[config.mk]
export PLATFORM = sky130hd
export DESIGN_NAME = vfm_controller
export DESIGN_NICKNAME = d
export VERILOG_FILES = /design/src/vfm_pkg.sv /design/src/vfm_controller.sv
export SDC_FILE = /design/constraint.sdc
export NUM_CORES = 1
export LEC_CHECK = 0
export BUFFER_PORTS_ARGS = -buffer_cell sky130_fd_sc_hd__buf_2
export CAP_MARGIN = 0
export CORE_ASPECT_RATIO = 0.9
export CORE_MARGIN = 4
export CORE_UTILIZATION = 40
export DETAILED_ROUTE_END_ITERATION = 10
export PLACE_DENSITY = 0.62
export REMOVE_ABC_BUFFERS = 1
export SKIP_CTS_REPAIR_TIMING = 1
export SLEW_MARGIN = 20
export SYNTH_ARGS = -nofsm -noshare
export SYNTH_HDL_FRONTEND = slang
export SYNTH_SLANG_ARGS = --single-unit
export TNS_END_PERCENT = 100
[constraint.sdc]
create_clock -name clock -period 2 [get_ports clock]
set_clock_uncertainty 0.15 [all_clocks]
set_input_delay 0.4 -clock clock [delete_from_list [all_inputs] [get_ports clock]]
set_output_delay 0.4 -clock clock [all_outputs]
set_load 0.01 [all_outputs]
[src/vfm_pkg.sv]
`timescale 1ns / 1ps
`default_nettype none

package vfm_pkg;

   // Window geometry.
   localparam int MIRROR_BYTES       = 131072;
   localparam int ADDR_W             = 17;
   localparam int LANES              = 8;
   localparam int LANE_W             = 3;
   localparam int ROW_W              = ADDR_W - LANE_W;
   localparam int MIRROR_ROWS        = MIRROR_BYTES / LANES;
   localparam int VIDEO_WIDTH        = 320;
   localparam int VIDEO_HEIGHT       = 200;
   localparam int VIDEO_CELLS        = VIDEO_WIDTH * VIDEO_HEIGHT;
   localparam int TEXT_COLUMNS       = 80;
   localparam int TEXT_ROWS          = 25;
   localparam int TEXT_CELLS         = TEXT_COLUMNS * TEXT_ROWS;
   localparam int TEXT_REGION_OFFSET = 98304;

   // Mode port values.
   localparam logic [7:0] MODE_VIDEO = 8'h13;
   localparam logic [7:0] MODE_TEXT  = 8'h03;

   // Notice codes.
   localparam logic [1:0] NOTIFY_NONE  = 2'd0;
   localparam logic [1:0] NOTIFY_TEXT  = 2'd1;
   localparam logic [1:0] NOTIFY_VIDEO = 2'd2;

   typedef enum logic [1:0] {
      OP_MEM_READ   = 2'd0,
      OP_MEM_WRITE  = 2'd1,
      OP_MODE_READ  = 2'd2,
      OP_MODE_WRITE = 2'd3
   } op_type;

   // Commands from the controller to the datapath.
   typedef struct packed {
      logic              clear;
      logic [ROW_W-1:0]  clear_row;
      logic              accept;
      logic              load_imm;
      logic              load_read;
   } cmd_type;

endpackage

`default_nettype wire

[src/vfm_controller.sv]
`timescale 1ns / 1ps
`default_nettype none

module vfm_controller (
   input  wire logic          clock,
   input  wire logic          reset,
   input  wire logic          req_valid,
   input  wire logic          req_is_read,
   output logic               req_stall,
   output logic               rsp_valid,
   input  wire logic          rsp_stall,
   output vfm_pkg::cmd_type   cmd
);

   typedef enum logic [1:0] {
      ST_CLEAR,
      ST_IDLE,
      ST_READ_WAIT
   } state_type;

   state_type                  state_ff;
   logic [vfm_pkg::ROW_W-1:0]  row_ff;
   logic                       rsp_valid_ff;
   logic                       slot_free;
   logic                       accept;

   // A beat is taken when idle and the result slot is free or draining.
   assign slot_free = !rsp_valid_ff || !rsp_stall;
   assign req_stall = !((state_ff == ST_IDLE) && slot_free);
   assign accept    = req_valid && !req_stall;

   always_comb begin
      cmd.clear     = (state_ff == ST_CLEAR);
      cmd.clear_row = row_ff;
      cmd.accept    = accept;
      cmd.load_imm  = accept && !req_is_read;
      cmd.load_read = (state_ff == ST_READ_WAIT);
   end

   // State, clear sweep counter and result valid.
   always_ff @(posedge clock) begin
      if (reset) begin
         state_ff     <= ST_CLEAR;
         row_ff       <= '0;
         rsp_valid_ff <= 1'b0;
      end else begin
         case (state_ff)
            ST_CLEAR: begin
               row_ff <= row_ff + 1'b1;
               if (&row_ff) begin
                  state_ff <= ST_IDLE;
               end
            end
            ST_IDLE: begin
               if (accept && req_is_read) begin
                  state_ff <= ST_READ_WAIT;
               end
            end
            ST_READ_WAIT: begin
               state_ff <= ST_IDLE;
            end
            default: begin
               state_ff <= ST_IDLE;
            end
         endcase
         if (cmd.load_imm || cmd.load_read) begin
            rsp_valid_ff <= 1'b1;
         end else if (!rsp_stall) begin
            rsp_valid_ff <= 1'b0;
         end
      end
   end

   assign rsp_valid = rsp_valid_ff;

endmodule

`default_nettype wire

==> results of run 1 <==
==> metrics by stage <==
step,power (W),area [µm²],utilization [%]
final,0.0005636,967.2,50.52
after global routing,0.0006004,967.2,50.52
after CTS,0.0005688,963.4,50.33
after detailed placement,0.0003923,937.1,48.95
after global placement,0.0003909,937.1,48.95
after floorplan,0.0003735,785.8,-
==> layer usage <==
metal	vias to the layer above	share of wire [%]
met1	302	48
li1	358	-
met2	12	46
met5	-	0
met3	2	4.7
met4	0	0.48
==> power by group <==
| part | internal [W] | switching (W) | total (W) |
|---|---|---|---|
| clock network | 0.0000776 | 0.000102 | 0.000179 |
| logic | 0.0000140 | 0.0000190 | 0.0000330 |
| registers | 0.000344 | 0.00000756 | 0.000351 |
| total | 0.000435 | 0.000128 | 0.000564 |
==> state kept, by name (all words and copies together), names as in the netlist <==
| register | flops |
|---|---|
| row_ff | 14 |
| state_ff | 2 |
| rsp_valid | 1 |
==> tightest hold or removal path: stages <==
cell and delay [ns]:
buf_2 0.11, nand2_1 0.07, nor2_1 0.04
==> placed cells by master, fill, tap and decap left out, types with 2 or more instances in the layout <==
master / instances
nor2_1: 16
nand2_1: 10
nand3_1: 5
nor4_2: 2
buf_2: 24
a21oi_1: 4
nand4_1: 2
nor4_1: 2
xnor2_1: 9
xor2_1: 3
nor3_1: 3
dfxtp_1: 16
clkbuf_4: 3
nor2b_1: 3
==> cells by family after synthesis <==
family | count (synthesis)
simple gates | 52
mux | 1
flops | 17
compound gates | 4
buf+inv | 6
fa+ha+maj | 1
xor+xnor | 12
==> area by class of cell <==
cell class | count | area [µm²]
Timing Repair Buffer | 24 | 120.1
Inverter | 2 | 7.507
Multi-Input combinational cell | 70 | 440.4
Tap cell | 25 | 31.28
Fill cell | 210 | 947.2
Clock buffer | 4 | 26.28
Sequential cell | 17 | 341.6
==> final timing paths <==
path / endpoint / slack [ns] / from / cells after the start
worst max register to register: row_ff[12] / 0.39 / row_ff[0] / 5
worst max-delay path: cmd[1] / 0.17 / state_ff[0] / 4
worst min-delay path: state_ff[1] / 0.22 / req_is_read / 3
worst min register to register: row_ff[1] / 0.36 / row_ff[1] / 2
==> metrics.txt, run 1 <==
Adder-Cell Fraction of Synth Area=1.541%; Post-synth EDFFs=0; synth unique cells=28; crit path DAT=1.28 ns; ys flop type=dfxtp_1; vias in the first global route=626; worst skew pair latency=0.29 ns; CP max-delay cell=dfxtp_2; Placer Congestion=0.7262; grt ovf=0; Die ar.=2816 µm²; met3 GRT Util=4.884%; worst vdd ir=0.3860 mV; PortBufs=24; setup TNS=0 ns; Final Max Tran Viols=0; post-route minimum period=1.834 ns; CP Launch Type=register; DP Cell Count=138; MaxCap Viol Count=0; Max Buffers Root-to-Sink=2; Die Ht=50.75 µm; main area contributors after synthesis=dfxtp_1, xnor2_1, nor2_1, nand2_1, xor2_1; largest area contributor in the synthesized netlist=dfxtp_1; CP max stage delay=0.37 ns; Synth warnings=0; Post-Place Setup Slack=0.3882 ns; routed vias=674; post-route worst setup slack=0.1664 ns; Vias/cell=4.746; Root Driver=clkbuf_4; Synth Cell Area=812.0 µm²; Crit Path Class=register to output port; Crit path max-delay family=simple AND/OR/NAND/NOR gates; Post-synth top cells=dfxtp_1, nor2_1, nand2_1, xnor2_1, nand3_1; worst hold margin=0.2226 ns; WP data required=1.45 ns; share of cells above drive strength 1=29.06%; crit path capture type=output port; initial antenna violation count=0; GR Util met1=16.64%; initial DRC count=10; area delta synth->final=19.11%; CORE AREA=1914 µm²; number of synthesized register bits=17; nets=124; status=completed; CTS tree=yes; Pre-antenna DRT Iters=3; Top Usage Layer GRT=met2; grt met2 use=19.49%; crit path cell chain=nor2b_2, and3_1, nor2b_1, buf_2; sequential fraction of the synthesis area=41.91%; DRT Wirelength=1665 µm; critical path buffer and inverter count=1; P per Cell Area=582.7 nW/µm²; Compound-Gate Fraction of Synth Area=2.465%; drt wl/cell=11.73 µm; Antenna Cells=0; Pleak=0.3981 nW; Die Wd=55.50 µm; relative slew slack=73.26%; Final period util=91.68%; CTS Buf Count=3; ANT nets after route=0; post-synthesis xor/xnor area fraction=12.94%; Total Routing Usage GR=12.76%; Synth top area share=41.91%; crit path max fanout=5; post-synthesis cell count=93; clk sink count=17; Final setup viols=0; starting density of the core=42.42%; # rows=15; mux cell area share after synthesis=1.387%; ys async rst share=0%; Final Hold Violating Endpoints=0; RSZ-0062 raised after global routing=false; largest net degree at the start of global routing=19; syn_area_per_cell=8.731 µm²; largest family of logic cells by synthesized area=simple AND/OR/NAND/NOR gates; worst hold path class=input pin to register; Remaining DRCs=0; Post-Synth Simple-Gate Area=35.59%; top-count cell post-synth=dfxtp_1; CTS clk-pin slew, worst paths=0.09 ns; Worst Tran Pin Value=0.3957 ns; H-tree depth=1; maximum clock rate=0.5454 GHz; dpl hpwl=1279 µm; first-pass GRT wire length=2849 µm; IO Pins=25; non-filler cells, final=142
Power figures use the tool's default switching activity.
==> run 2: changes to the inputs <==
--- a/config.mk
+++ b/config.mk
@@ -5,13 +5,13 @@
 export SDC_FILE = /design/constraint.sdc
 export NUM_CORES = 1
 export LEC_CHECK = 0
-export BUFFER_PORTS_ARGS = -buffer_cell sky130_fd_sc_hd__buf_2
 export CAP_MARGIN = 0
 export CORE_ASPECT_RATIO = 0.9
 export CORE_MARGIN = 4
 export CORE_UTILIZATION = 40
 export DETAILED_ROUTE_END_ITERATION = 10
-export PLACE_DENSITY = 0.62
+export DONT_BUFFER_PORTS = 1
+export PLACE_DENSITY = 0.51
 export REMOVE_ABC_BUFFERS = 1
 export SKIP_CTS_REPAIR_TIMING = 1
 export SLEW_MARGIN = 20
==> metrics.txt, run 2 (same netlist as run 1, synthesis figures left out) <==
clk sink count=17; initial DRC count=5; Root Driver=clkbuf_4; IO Pins=25; vias in the first global route=594; P_int=0.0004338 W; initial antenna violation count=0; CORE AREA=1914 µm²; routed vias=641; Clock Power Share=32.1%; relative slew slack=71.30%; Vias/cell=5.128; sequential power share=61.5%; CTS Buf Count=3; ANT nets after route=0; CP max-delay cell=dfxtp_1; max reg flops=14; Final Hold Violating Endpoints=0; critical path buffer and inverter count=0; Die ar.=2816 µm²; CTS clk-pin slew, worst paths=0.10 ns; dpl hpwl=1257 µm; PortBufs=0; setup TNS=0 ns; crit path capture type=output port; worst setup path startpoint=state_ff[0]; crit path to=cmd[1]; nets=107; RSZ-0062 raised after global routing=false; Die Ht=50.75 µm; DRT Wirelength=1645 µm; post-route minimum period=1.867 ns; starting density of the core=42.42%; area delta synth->final=11.56%; CP Launch Type=register; commonest cells after routing, fill and taps aside=dfxtp_1, nor2_1, nand2_1; FF-to-FF Start=row_ff[0]; CTS tree=yes; largest net degree at the start of global routing=19; Pleak=0.3167 nW; crit path cell chain=nor2b_2, and3_2, nor2b_2; worst skew pair latency=0.29 ns; Crit Path Class=register to output port; Worst Tran Pin Value=0.4291 ns; Final setup viols=0; switching part of the total=22.96%; MaxCap Viol Count=0; Total Routing Usage GR=12.75%; Max Buffers Root-to-Sink=2; Crit path max-delay family=simple AND/OR/NAND/NOR gates; Comb power frac=6.4%; most common cell after layout, fill and taps aside=dfxtp_1; CP Depth=3; worst hold path class=input pin to register; largest reg by FF count=row_ff; Antenna Cells=0; reg2reg path depth=5; H-tree depth=1; Final Max Tran Viols=0; WP data required=1.45 ns; Final period util=93.36%; Post-Layout Inst Area=905.9 µm²; Die Wd=55.50 µm; placed inst area=862.1 µm²; CP max stage delay=0.39 ns; crit path DAT=1.32 ns; Most common cell on crit path=nor2b_2; maximum clock rate=0.5356 GHz; grt ovf=0; worst reg-to-reg setup slack=0.37 ns; share of cells above drive strength 1=18.00%; P per Cell Area=621.6 nW/µm²; Critical R2R Capture=row_ff[12]; NetSw=0.0001293 W; drt wl/cell=13.16 µm; first-pass GRT wire length=2746 µm; Remaining DRCs=0; worst vdd ir=0.4065 mV; Pre-antenna DRT Iters=3; # rows=15; status=completed; Placer Congestion=0.7182; crit path max fanout=5
[run 2: worst min path at each step]
stage | startpoint | end | slack, ns | cells past startpoint
floorplan | reset | row_ff[1] | 0.32 | 1
global placement | reset | rsp_valid | 0.32 | 1
detailed placement | reset | rsp_valid | 0.32 | 1
CTS | reset | rsp_valid | -0.0005 | 1
global route | reset | row_ff[9] | 0.0002 | 1
finish | reset | row_ff[10] | 0.03 | 1
[run 2: cell type report]
class | count | area [µm²]
well taps | 25 | 31.28
flip-flops and latches | 17 | 340.3
repair buffers | 7 | 55.05
fillers | 209 | 1008
clock inverters | 1 | 5.005
inverters | 2 | 7.507
multi-input cells | 70 | 444.2
clock buffers | 3 | 22.52
[run 2: layer usage]
| metal | share of wire (%) | up-vias | GRT usage [%] |
|---|---|---|---|
| li1 | - | 324 | - |
| met1 | 45 | 299 | 14.00 |
| met2 | 44 | 16 | 19.69 |
| met3 | 9.2 | 2 | 8.226 |
| met4 | 1.2 | 0 | 4.858 |
| met5 | 0 | - | 0 |
[run 2: through the flow]
stage	instances	power (W)	worst slack [ns]	hold slack, ns	util, %
2_1_floorplan	89	0.0003735	0.4138	0.3191	-
3_3_place_gp	120	0.0003855	0.3887	0.3222	45.03
3_5_place_dp	120	0.0003858	0.3555	0.3244	45.03
4_1_cts	124	0.0005670	0.01144	-0.0004506	46.47
5_1_grt	125	0.0005938	0.01436	0.0002392	47.32
6_report	125	0.0005631	0.1329	0.02602	47.32
[run 2: power groups by stage]
stage	Combinational (W)	Sequential [W]	Clock [W]
after floorplan	0.0000130	0.000361	0
after global placement	0.0000315	0.000354	0
after detailed placement	0.0000315	0.000354	0
after CTS	0.0000315	0.000346	0.000189
after global routing	0.0000400	0.000347	0.000207
final	0.0000360	0.000346	0.000181
[run 2: worst reg2reg max path, delay by kind of cell, from the launching register on]
family | cells | cell delay [ns]
and+or+nand+nor | 3 | 0.53
DFF | 1 | 0.34
muxes | 1 | 0.32
adders and majority gates | 1 | 0.18
